### src/hdl/hciatt_pkg.sv
// Package: shared job type and protocol constants for the ACL/ATT responder.
`default_nettype none
package hciatt_pkg;

   localparam logic [7:0] HCI_TYPE_ACL = 8'h02;
   localparam logic [7:0] HCI_TYPE_EVT = 8'h04;
   localparam logic [7:0] ATT_OP_FIND = 8'h10;
   localparam logic [7:0] ATT_OP_NOTIFY = 8'h1b;
   localparam logic [7:0] ATT_OP_ERROR = 8'h01;
   localparam logic [15:0] L2CAP_ATT_CID = 16'h0004;
   localparam logic [15:0] L2CAP_NTF_LEN = 16'h0004;
   localparam logic [15:0] NTF_ATTR_HANDLE = 16'h001b;
   localparam logic [3:0] HDR_BYTES = 4'd8;
   localparam logic [3:0] ERR_LAST_IDX = 4'd13;

   typedef struct packed {
      logic        notify;
      logic [11:0] handle;
      logic [7:0]  b0;
      logic [7:0]  b1;
   } job_type;

endpackage
`default_nettype wire

### src/hdl/hciatt_front.sv
// Front end: byte-stream packet parser that turns finished ACL packets into reply jobs.
`default_nettype none
module hciatt_front (
   input  wire logic                 clock,
   input  wire logic                 reset,
   input  wire logic                 csr_write_en,
   input  wire logic [11:0]          csr_conn_handle_cfg,
   input  wire logic                 req_push,
   input  wire logic [7:0]           req_rx_byte,
   input  wire logic                 q_full,
   output logic                      req_full,
   output logic                      job_push,
   output hciatt_pkg::job_type       job_data
);
   import hciatt_pkg::*;

   localparam logic [3:0] PH_IDLE      = 4'd0;
   localparam logic [3:0] PH_EV_OPCODE = 4'd1;
   localparam logic [3:0] PH_EV_LEN    = 4'd2;
   localparam logic [3:0] PH_EV_SKIP   = 4'd3;
   localparam logic [3:0] PH_ACL_H1    = 4'd4;
   localparam logic [3:0] PH_ACL_H2    = 4'd5;
   localparam logic [3:0] PH_ACL_D1    = 4'd6;
   localparam logic [3:0] PH_ACL_D2    = 4'd7;
   localparam logic [3:0] PH_ACL_DATA  = 4'd8;

   logic [3:0]  phase_ff, phase_in;
   logic [15:0] left_ff, left_in;
   logic [15:0] handle_ff, handle_in;
   logic [3:0]  pidx_ff, pidx_in;
   logic [7:0]  hs_ff [8];
   logic [7:0]  hs_in [8];
   logic [11:0] cfg_ff, cfg_in;
   logic        accept;
   logic        finish;
   logic        match;
   logic        is_err;
   logic        is_ntf;

   assign req_full = q_full;
   assign accept   = req_push && !q_full;
   assign cfg_in   = csr_write_en ? csr_conn_handle_cfg : cfg_ff;

   always_comb begin
      phase_in  = phase_ff;
      left_in   = left_ff;
      handle_in = handle_ff;
      pidx_in   = pidx_ff;
      finish    = 1'b0;
      for (int i = 0; i < 8; i++) begin
         hs_in[i] = hs_ff[i];
      end
      if (accept) begin
         case (phase_ff)
            PH_IDLE: begin
               if (req_rx_byte == HCI_TYPE_EVT) begin
                  phase_in = PH_EV_OPCODE;
               end else if (req_rx_byte == HCI_TYPE_ACL) begin
                  for (int i = 0; i < 8; i++) begin
                     hs_in[i] = 8'h00;
                  end
                  pidx_in   = 4'd0;
                  handle_in = 16'h0000;
                  left_in   = 16'h0000;
                  phase_in  = PH_ACL_H1;
               end
            end
            PH_EV_OPCODE: begin
               phase_in = PH_EV_LEN;
            end
            PH_EV_LEN: begin
               left_in  = {8'h00, req_rx_byte};
               phase_in = (req_rx_byte == 8'h00) ? PH_IDLE : PH_EV_SKIP;
            end
            PH_EV_SKIP: begin
               left_in = left_ff - 16'd1;
               if (left_ff == 16'd1) begin
                  phase_in = PH_IDLE;
               end
            end
            PH_ACL_H1: begin
               handle_in = {8'h00, req_rx_byte};
               phase_in  = PH_ACL_H2;
            end
            PH_ACL_H2: begin
               handle_in = {req_rx_byte, handle_ff[7:0]};
               phase_in  = PH_ACL_D1;
            end
            PH_ACL_D1: begin
               left_in  = {8'h00, req_rx_byte};
               phase_in = PH_ACL_D2;
            end
            PH_ACL_D2: begin
               left_in  = {req_rx_byte, left_ff[7:0]};
               phase_in = ({req_rx_byte, left_ff[7:0]} == 16'h0000) ? PH_IDLE : PH_ACL_DATA;
            end
            PH_ACL_DATA: begin
               if (pidx_ff < HDR_BYTES) begin
                  hs_in[pidx_ff[2:0]] = req_rx_byte;
                  pidx_in = pidx_ff + 4'd1;
               end
               left_in = left_ff - 16'd1;
               if (left_ff == 16'd1) begin
                  phase_in = PH_IDLE;
                  finish   = 1'b1;
               end
            end
            default: begin
               phase_in = PH_IDLE;
            end
         endcase
      end
   end

   assign match  = (handle_ff[11:0] == cfg_ff) && ({hs_in[3], hs_in[2]} == L2CAP_ATT_CID);
   assign is_err = (hs_in[4] == ATT_OP_FIND);
   assign is_ntf = (hs_in[4] == ATT_OP_NOTIFY) && ({hs_in[1], hs_in[0]} == L2CAP_NTF_LEN)
                   && (hs_in[5] == ATT_OP_NOTIFY) && (hs_in[6] == 8'h00);

   assign job_push        = finish && match && (is_err || is_ntf);
   assign job_data.notify = !is_err;
   assign job_data.handle = handle_ff[11:0];
   assign job_data.b0     = is_err ? hs_in[5] : hs_in[7];
   assign job_data.b1     = hs_in[6];

   always_ff @(posedge clock) begin
      if (reset) begin
         phase_ff <= PH_IDLE;
         pidx_ff  <= 4'd0;
         cfg_ff   <= 12'h000;
      end else begin
         phase_ff <= phase_in;
         pidx_ff  <= pidx_in;
         cfg_ff   <= cfg_in;
      end
   end

   always_ff @(posedge clock) begin
      left_ff   <= left_in;
      handle_ff <= handle_in;
      for (int i = 0; i < 8; i++) begin
         hs_ff[i] <= hs_in[i];
      end
   end

endmodule
`default_nettype wire

### src/hdl/hciatt_job_q.sv
// Job queue: short register queue between the parser and the reply sequencer.
`default_nettype none
module hciatt_job_q (
   input  wire logic                 clock,
   input  wire logic                 reset,
   input  wire logic                 push,
   input  wire hciatt_pkg::job_type  push_data,
   output logic                      full,
   input  wire logic                 pop,
   output logic                      head_valid,
   output hciatt_pkg::job_type       head_data
);
   import hciatt_pkg::*;

   localparam int DEPTH = 2;
   localparam int PW = $clog2(DEPTH);
   localparam int CW = $clog2(DEPTH + 1);

   job_type         mem_ff [DEPTH];
   logic [PW-1:0]   wr_ff, wr_in;
   logic [PW-1:0]   rd_ff, rd_in;
   logic [CW-1:0]   cnt_ff, cnt_in;
   logic            do_push;
   logic            do_pop;

   assign full       = (cnt_ff == CW'(DEPTH));
   assign head_valid = (cnt_ff != '0);
   assign head_data  = mem_ff[rd_ff];
   assign do_push    = push && !full;
   assign do_pop     = pop && head_valid;

   always_comb begin
      wr_in  = wr_ff;
      rd_in  = rd_ff;
      cnt_in = cnt_ff;
      if (do_push) begin
         wr_in = (wr_ff == PW'(DEPTH - 1)) ? '0 : wr_ff + PW'(1);
      end
      if (do_pop) begin
         rd_in = (rd_ff == PW'(DEPTH - 1)) ? '0 : rd_ff + PW'(1);
      end
      if (do_push && !do_pop) begin
         cnt_in = cnt_ff + CW'(1);
      end else if (do_pop && !do_push) begin
         cnt_in = cnt_ff - CW'(1);
      end
   end

   always_ff @(posedge clock) begin
      if (reset) begin
         wr_ff  <= '0;
         rd_ff  <= '0;
         cnt_ff <= '0;
      end else begin
         wr_ff  <= wr_in;
         rd_ff  <= rd_in;
         cnt_ff <= cnt_in;
      end
   end

   always_ff @(posedge clock) begin
      if (do_push) begin
         mem_ff[wr_ff] <= push_data;
      end
   end

   a_no_overflow: assert property (@(posedge clock) disable iff (reset) push |-> !full)
      else $error("job queue push while full");
   a_cnt_range: assert property (@(posedge clock) disable iff (reset) cnt_ff <= CW'(DEPTH))
      else $error("job queue count out of range");
   a_ptr_gap: assert property (@(posedge clock) disable iff (reset)
      (cnt_ff == '0 || cnt_ff == CW'(DEPTH)) |-> (wr_ff == rd_ff))
      else $error("job queue pointers disagree with count");

endmodule
`default_nettype wire

### src/hdl/hciatt_back.sv
// Back end: reply sequencer that expands jobs into result bytes behind an output register.
`default_nettype none
module hciatt_back (
   input  wire logic                 clock,
   input  wire logic                 reset,
   input  wire logic                 q_valid,
   input  wire hciatt_pkg::job_type  q_data,
   output logic                      q_pop,
   output logic                      rsp_empty,
   input  wire logic                 rsp_pop,
   output logic                      rsp_out_kind,
   output logic [7:0]                rsp_out_byte,
   output logic                      rsp_out_last
);
   import hciatt_pkg::*;

   logic [3:0] idx_ff, idx_in;
   logic       vld_ff, vld_in;
   logic       kind_ff, kind_in;
   logic [7:0] byte_ff, byte_in;
   logic       last_ff, last_in;
   logic       advance;
   logic       load;
   logic       job_last;
   logic [7:0] err_byte;

   assign advance  = !vld_ff || rsp_pop;
   assign load     = advance && q_valid;
   assign job_last = q_data.notify || (idx_ff == ERR_LAST_IDX);
   assign q_pop    = load && job_last;

   always_comb begin
      case (idx_ff)
         4'd0:    err_byte = HCI_TYPE_ACL;
         4'd1:    err_byte = q_data.handle[7:0];
         4'd2:    err_byte = {4'h2, q_data.handle[11:8]};
         4'd3:    err_byte = 8'h09;
         4'd4:    err_byte = 8'h00;
         4'd5:    err_byte = 8'h05;
         4'd6:    err_byte = 8'h00;
         4'd7:    err_byte = L2CAP_ATT_CID[7:0];
         4'd8:    err_byte = L2CAP_ATT_CID[15:8];
         4'd9:    err_byte = ATT_OP_ERROR;
         4'd10:   err_byte = ATT_OP_FIND;
         4'd11:   err_byte = q_data.b0;
         4'd12:   err_byte = q_data.b1;
         4'd13:   err_byte = 8'h0A;
         default: err_byte = 8'h00;
      endcase
   end

   always_comb begin
      idx_in  = idx_ff;
      vld_in  = vld_ff;
      kind_in = kind_ff;
      byte_in = byte_ff;
      last_in = last_ff;
      if (load) begin
         vld_in  = 1'b1;
         kind_in = q_data.notify;
         byte_in = q_data.notify ? q_data.b0 : err_byte;
         last_in = job_last;
         idx_in  = job_last ? 4'd0 : idx_ff + 4'd1;
      end else if (advance) begin
         vld_in = 1'b0;
      end
   end

   always_ff @(posedge clock) begin
      if (reset) begin
         idx_ff <= 4'd0;
         vld_ff <= 1'b0;
      end else begin
         idx_ff <= idx_in;
         vld_ff <= vld_in;
      end
   end

   always_ff @(posedge clock) begin
      kind_ff <= kind_in;
      byte_ff <= byte_in;
      last_ff <= last_in;
   end

   assign rsp_empty    = !vld_ff;
   assign rsp_out_kind = kind_ff;
   assign rsp_out_byte = byte_ff;
   assign rsp_out_last = last_ff;

   a_load_shows: assert property (@(posedge clock) disable iff (reset) load |=> vld_ff)
      else $error("loaded reply byte not presented");
   a_mid_job: assert property (@(posedge clock) disable iff (reset) (idx_ff != 4'd0) |-> q_valid)
      else $error("reply index advanced without a job");
   a_idx_range: assert property (@(posedge clock) disable iff (reset) idx_ff <= ERR_LAST_IDX)
      else $error("reply index out of range");
   a_hold: assert property (@(posedge clock) disable iff (reset)
      (vld_ff && !rsp_pop) |=> (vld_ff && $stable(byte_ff) && $stable(last_ff)))
      else $error("unaccepted reply byte changed");

endmodule
`default_nettype wire

### src/hdl/hci_acl_att_error_responder.sv
// Top level: HCI byte parser answering ATT requests on the configured connection.
// Path: once a packet's last byte is accepted, its job is written into a queue slot and the first
// reply byte is then loaded into the output register, when the sequencer is idle.
// Throughput: one received byte per cycle; input stalls only while both job slots are taken.
// Replies drain one byte per cycle while popped (14 for an error reply, 1 for a notification).
// Reset (synchronous, active high): parser idle, handle register zero, queue and output empty.
`default_nettype none
module hci_acl_att_error_responder (
   input  wire logic        clock,
   input  wire logic        reset,
   input  wire logic        csr_write_en,
   input  wire logic [11:0] csr_conn_handle_cfg,
   input  wire logic        req_push,
   output logic             req_full,
   input  wire logic [7:0]  req_rx_byte,
   output logic             rsp_empty,
   input  wire logic        rsp_pop,
   output logic             rsp_out_kind,
   output logic [7:0]       rsp_out_byte,
   output logic             rsp_out_last
);
   import hciatt_pkg::*;

   logic    job_push;
   job_type job_data;
   logic    q_full;
   logic    q_pop;
   logic    q_valid;
   job_type q_data;

   hciatt_front u_front (
      .clock               (clock),
      .reset               (reset),
      .csr_write_en        (csr_write_en),
      .csr_conn_handle_cfg (csr_conn_handle_cfg),
      .req_push            (req_push),
      .req_rx_byte         (req_rx_byte),
      .q_full              (q_full),
      .req_full            (req_full),
      .job_push            (job_push),
      .job_data            (job_data)
   );

   hciatt_job_q u_job_q (
      .clock      (clock),
      .reset      (reset),
      .push       (job_push),
      .push_data  (job_data),
      .full       (q_full),
      .pop        (q_pop),
      .head_valid (q_valid),
      .head_data  (q_data)
   );

   hciatt_back u_back (
      .clock        (clock),
      .reset        (reset),
      .q_valid      (q_valid),
      .q_data       (q_data),
      .q_pop        (q_pop),
      .rsp_empty    (rsp_empty),
      .rsp_pop      (rsp_pop),
      .rsp_out_kind (rsp_out_kind),
      .rsp_out_byte (rsp_out_byte),
      .rsp_out_last (rsp_out_last)
   );

endmodule
`default_nettype wire
### config.mk
export PLATFORM = sky130hd
export DESIGN_NAME = hci_acl_att_error_responder
export DESIGN_NICKNAME = d
export VERILOG_FILES = /design/src/hdl/hciatt_pkg.sv /design/src/hdl/hciatt_front.sv /design/src/hdl/hciatt_job_q.sv /design/src/hdl/hciatt_back.sv /design/src/hdl/hci_acl_att_error_responder.sv
export SDC_FILE = /design/constraint.sdc
export NUM_CORES = 1
export LEC_CHECK = 0
export BUFFER_PORTS_ARGS = -buffer_cell sky130_fd_sc_hd__buf_2
export CORE_UTILIZATION = 59
export CTS_CLUSTER_DIAMETER = 100
export DETAILED_ROUTE_END_ITERATION = 10
export HOLD_SLACK_MARGIN = 0.06
export PLACE_DENSITY_LB_ADDON = 0.1
export SLEW_MARGIN = 0
export SYNTH_ARGS = -nofsm -noshare
export SYNTH_HDL_FRONTEND = slang
export SYNTH_SLANG_ARGS = --single-unit
### constraint.sdc
create_clock -name clock -period 7.7 [get_ports clock]
set_clock_uncertainty 0.05 [all_clocks]
set_input_delay 1.155 -clock clock [delete_from_list [all_inputs] [get_ports clock]]
set_output_delay 1.155 -clock clock [all_outputs]
set_load 0.02 [all_outputs]
; After elaboration in Yosys (flattened, before gate mapping)
; Memory sizes are Yosys's and may differ from the RTL's. A register that Yosys moved wholly into a read port is not among the register bits.
; Index checks and enable logic that the tools add are counted.
[totals]
output_inout_bits = 12
regBits = 67
inputBits = 25
wordCells = 145
romBits = 0
ramBits = 122
latchBits = 0
n_memories = 2
[op_classes]
addsub = 7
mux = 39
div = 0
n_shift = 0
bitwise_logic = 3
mul = 0
n_eq_ne = 33
reduce_logical = 43
n_lt_le_gt_ge = 3
[memory_table]
columns = memory, depth, width, rd, rd_clocked_by_memory_dff, write_ports, line
row1 = u_front.hs_ff, 8, 8, 8, 0, 8, hciatt_front.sv:31  ; logic [7:0] hs_ff [8];
row2 = u_job_q.mem_ff, 2, 29, 1, 1, 1, hciatt_job_q.sv:19  ; job_type mem_ff [DEPTH];
[ops]
columns = cell, n
row1 = two-way mux 64 bit, 4
row2 = one-hot mux 64 bit (2 select lines), 1
row3 = one-hot mux 8 bit (11 select lines), 1
row4 = bitwise mux 64 bit, 1
row5 = one-hot mux 16 bit (4 select lines), 1
row6 = one-hot mux 12 bit (3 select lines), 1
row7 = "== test 16 x 3 -> 1 bit, second input constant", 2
row8 = two-way mux 16 bit, 2
row9 = two-way mux 4 bit, 8
row10 = one-hot mux 4 bit (8 select lines), 1
row11 = demux 8 bit (select 3 bit), 1
row12 = "== test 4 x 3 -> 1 bit, second input constant", 6
row13 = "== test 4 bit, second input constant", 6
row14 = "== test 8 x 5 -> 1 bit, second input constant", 3
row15 = two-way mux 8 bit, 3
row16 = "== test 16 x 1 -> 1 bit, second input constant", 1
row17 = "== test 4 x 2 -> 1 bit, second input constant", 4
row18 = logical NOT 16 bit, 1
row19 = logical NOT 8 bit, 2
row20 = "subtractor 16 x 1 -> 16 bit, second input constant", 1
row21 = AND reduction 5 bit, 3
row22 = logical AND 1 bit, 14
row23 = == test 12 bit, 1
row24 = two-way mux 1 bit, 11
row25 = other kinds (27), 49

; Depth between registers and ports, before layout
[logic_depth]
ltp_word = 20
depth_mapped = 15
depth_no_buf = 13

; Hierarchy
; From an unflattened synthesis, not the netlist that was laid out.
[unflattened]
hier_cells = 834
area_unflattened_um2 = 8804.7
[by_module_without_submodules]
columns = module, area_per_inst_um2, seq_area_each_um2, cells_per_inst, instances
row1 = hciatt_front, 5515.3, 2522.4, 609, 1
row2 = hciatt_job_q, 2308.5, 1841.8, 115, 1
row3 = hciatt_back, 980.9, 400.4, 110, 1

; Worst setup path after synthesis
; No wires, ideal clock.
[synth_path]
path_type = input-to-reg
startpoint = in req_rx_byte[1]
endpoint = mem u_job_q.mem_ff[0][0] (netlist name) (enable)
slack_ps = 2011
arrival_ps = 5188
setup_ps = 451
path_buffers = 2
stages = 10
path_cell_list = buf_2 > nor4b_2 > and3b_1 > buf_4 > o21ai_4 > a22o_1 > or4_1 > nor4_1 > a31oi_1 > nor3_1
[synth_lines]
columns = element, line
row1 = start: declaration, hci_acl_att_error_responder.sv:15  ; input wire logic [7:0] req_rx_byte,
row2 = end: declaration, hciatt_job_q.sv:19

; Final worst setup path
[layout_path]
startpoint = reg u_front.phase_ff[3]
endpoint = reg u_job_q.cnt_ff[1]
[layout_between]
elab_chain_len = 13
elab_cells_between_ends = 25
classes_between = eq/ne: 6 / mux: 5 / reduce/logical: 14
[layout_rtl]
columns = element, line
row1 = start: declaration, hciatt_front.sv:27  ; logic [3:0] phase_ff, phase_in;
row2 = start signal: assignment, hciatt_front.sv:132  ; phase_ff <= phase_in;
row3 = == test 4 bit or logical NOT 4 bit (tied branches), hciatt_front.sv:54  ; case (phase_ff)
row4 = one-hot mux 64 bit (2 select lines), hciatt_front.sv:54
row5 = two-way mux 64 bit, hciatt_front.sv:53  ; if (accept) begin
row6 = == test 16 x 3 -> 1 bit or == test 8 x 5 -> 1 bit (tied branches), hciatt_front.sv:117  ; assign is_ntf = (hs_in[4] == ATT_OP_NOTIFY) && ({hs_in[1], hs_in[0]} == L2CAP_NTF_LEN)
row7 = logical AND 1 bit, hciatt_front.sv:117
row8 = logical AND 1 bit (2 in a row), hciatt_front.sv:118  ; && (hs_in[5] == ATT_OP_NOTIFY) && (hs_in[6] == 8'h00);
row9 = logical OR 1 bit, hciatt_front.sv:120  ; assign job_push = finish && match && (is_err || is_ntf);
row10 = logical AND 1 bit (*), hciatt_front.sv:120
row11 = logical AND 1 bit (*), hciatt_job_q.sv:29  ; assign do_push = push && !full;
row12 = net u_job_q.do_push, hciatt_job_q.sv:23  ; logic do_push;
row13 = logical NOT 1 bit, hciatt_job_q.sv:44  ; end else if (do_pop && !do_push) begin
row14 = logical AND 1 bit, hciatt_job_q.sv:44
row15 = nonzero test 2 bit (no line), --
row16 = end signal: assignment, hciatt_job_q.sv:57  ; cnt_ff <= cnt_in;
row17 = end: declaration, hciatt_job_q.sv:22  ; logic [CW-1:0] cnt_ff, cnt_in;
; The timed path passes the listed nets; every way through them passes the cells marked *.
; A chain may end at the register's enable or synchronous reset.

==> qor.yml <==
path_clk_slew_ps: 70
final_area_um2: 9460
postLayoutCoreUtil: 0.6737
power_density_nw_per_um2: 210.9
synth_sequential_area_ratio: 0.5537
critPathArrivalTime_ps: 5390
max_cap_violations: 0
cts_max_path_buffers: 2
drtAntennaViolNets: 0
totalNegativeSetupSlack_ps: 0
critical_path_class: "register to register"
drt-pass1-iter-count: 5
clock_root_buffer: "clkbuf_16"
globalRouteTotalUtil: 0.2940
setup.worst_path.end_class: "register"
dr_total_vias: 6417
netlist_instances: 792
clock_sink_count: 190
synthesis.yosys.warnings: 0
ys_types: 71
gp_congestion: 0.9076
cts_setup_buffers: 0
timing.slew.headroom: 0.3144
placement_rows: 43
final-setup-viol-count: 0
synth_enable_flop_cells: 96
grt_pass1_wl_um: 33090
area_growth_syn_to_layout_pct: 9.946
io_pins: 37
antenna_cells_inserted: 0
startpoint_type: "register"
place.detailed.hpwl_um: 14120
syn_area_um2: 8605
final_net_count: 839
vdd.ir_drop.worst_uv: 149.7
fp.dieW_um: 122.8
initialDrtViolationCount: 687
timing.critical_path.fanout_max: 24
tightest_slew_ps: 1014
initial_core_util: 0.6128
async_reset_ff_frac: 0
p_leak_nw: 3.565
cts_tree: "done"
post_drt_wl_per_cell_um: 20.61
tritoncts.num_buffers: 17
place.port_buffers: 36
yosys_register_bits: 190
via_per_inst: 6.423
cp_data_required_time_ps: 8010
detail_route.wirelength_um: 20590
design.die.area_um2: 15070
totalPowerFinal_w: 0.001995
grt_pass1_vias: 6352
congestion_overflow_gr: 0
synth_nets: 825
fmaxAchievable_mhz: 196.9
insertion_delay_of_the_later_clocked_pin_in_the_worst_skew_pair_ps: 430
rsz0062_at_grt: "no"
final_min_period_over_clock_period: 0.6595
synthDominantCellAreaShare: 0.3350
yosysMostFrequentCell: "edfxtp_1"
report.final.hold_viol_count: 0
synth_top_area_cell: "edfxtp_1"
largest_net_degree_at_the_start_of_global_routing: 30
cts.hold.buffers_added: 0
post-route-drc-count: 0
place_area_um2: 8866
post_cts_resized: 0
h-tree-depth: 4
fp.dieH_um: 122.8
design.core.area_um2: 14040
postSynth.topFlopCell: "edfxtp_1"
synthTopCellsByCount: "edfxtp_1 (96), dfxtp_1 (94), nor2_1 (61)"
finalHoldWorstSlack_ps: 422.7
number_of_antenna_violations_at_the_first_check_in_global_routing: 0
slew_viol_final: 0
synth.top_cells.by_area: "edfxtp_1 (34%), dfxtp_1 (22%), mux2i_1 (4.0%)"
postSynthAreaPerCell_um2: 10.86
outcome: "complete, no violations"
period_minus_slack_ps: 5078
layout-drive-gt1-share: 0.1123
hold_path.class: "register to register"
per-stage QoR:
stage	setup WS, ps	cells
floorplan	2011	792
detailed placement	2548	967
CTS	2709	999
global placement	2679	967
global route	2455	999
finish	2622	999
metal layers:
metal | vias up | wire length, µm | part of all wire | track usage
met5 | - | 0 | 0 | 0
met3 | 34 | 989 | 0.048 | 0.05297
li1 | 2996 | - | - | -
met2 | 208 | 10340 | 0.50 | 0.4888
met1 | 3179 | 8935 | 0.43 | 0.3802
met4 | 0 | 328 | 0.016 | 0.1159
power by group:
| group | internal [W] | total (W) | switching, W |
|---|---|---|---|
| clock network | 0.000495 | 0.000872 | 0.000377 |
| registers | 0.00106 | 0.00107 | 0.00000568 |
| logic | 0.0000180 | 0.0000556 | 0.0000376 |
kinds of logic after synthesis:
| family | after synthesis | synth area share |
|---|---|---|
| buffers and inverters | 72 | 0.03374 |
| XOR/XNOR | 32 | 0.03257 |
| flip-flops | 190 | 0.5537 |
| adder cells (fa/ha/maj) | 8 | 0.01163 |
| AO/OA/AOI/OAI | 188 | 0.1517 |
| multiplexers | 40 | 0.04740 |
| AND/OR/NAND/NOR | 262 | 0.1693 |
sequential cells by signal (all words and copies together) (netlist names), named ones only:
name,cells
u_back.rsp_out_kind,1
u_job_q.cnt_ff,2
u_front.phase_ff,4
u_job_q.rd_ff,1
u_back.vld_ff,1
u_back.rsp_out_last,1
u_back.idx_ff,4
u_front.cfg_ff,12
u_job_q.mem_ff,58
u_front.pidx_ff,4
u_job_q.wr_ff,1
u_front.left_ff,16
u_front.handle_ff,12
u_back.rsp_out_byte,8
u_front.hs_ff,64
final timing paths:
kind                         end  slack (ps)                start  cells past startpoint
max reg2reg    u_job_q.cnt_ff[1]        2620  u_front.phase_ff[3]                     11
max            u_job_q.cnt_ff[1]        2620  u_front.phase_ff[3]                     11
min          u_front.hs_ff[0][3]         420  u_front.hs_ff[0][3]                      1
min reg2reg  u_front.hs_ff[0][3]         420  u_front.hs_ff[0][3]                      1
worst max-delay path, stage by stage, from the launching register on:
cell and delay [ps]:
dfxtp_1 830, nor4b_2 890, and3_1 600, and2_1 370
a22oi_1 180, or4_1 560, nor4_1 310, a31oi_1 240
nor2_1 150, ha_1 270, or3_1 380, a21oi_1 160
placed cells by master, fill, tap and decap left out, types with 14 or more instances in the layout:
cell and count:
mux2i_1 34, dfxtp_1 94, buf_2 36, a21oi_1 35
and2_1 23, inv_1 26, o21ai_0 33, a22o_1 37
xor2_1 20, nor3_1 18, clkbuf_16 19, nor2_1 61
nor4_1 23, edfxtp_1 96, a21o_1 14, nand2_1 51
cell type report:
class / instances / area [µm²]
Sequential cell: 190 / 4765
Fill cell: 1060 / 4582
Multi-Input combinational cell: 530 / 3561
Clock buffer: 21 / 493.0
Tap cell: 180 / 225.2
Timing Repair Buffer: 41 / 217.7
Clock inverter: 11 / 101.3
Inverter: 26 / 97.59
(Power assumes the default switching activity.)
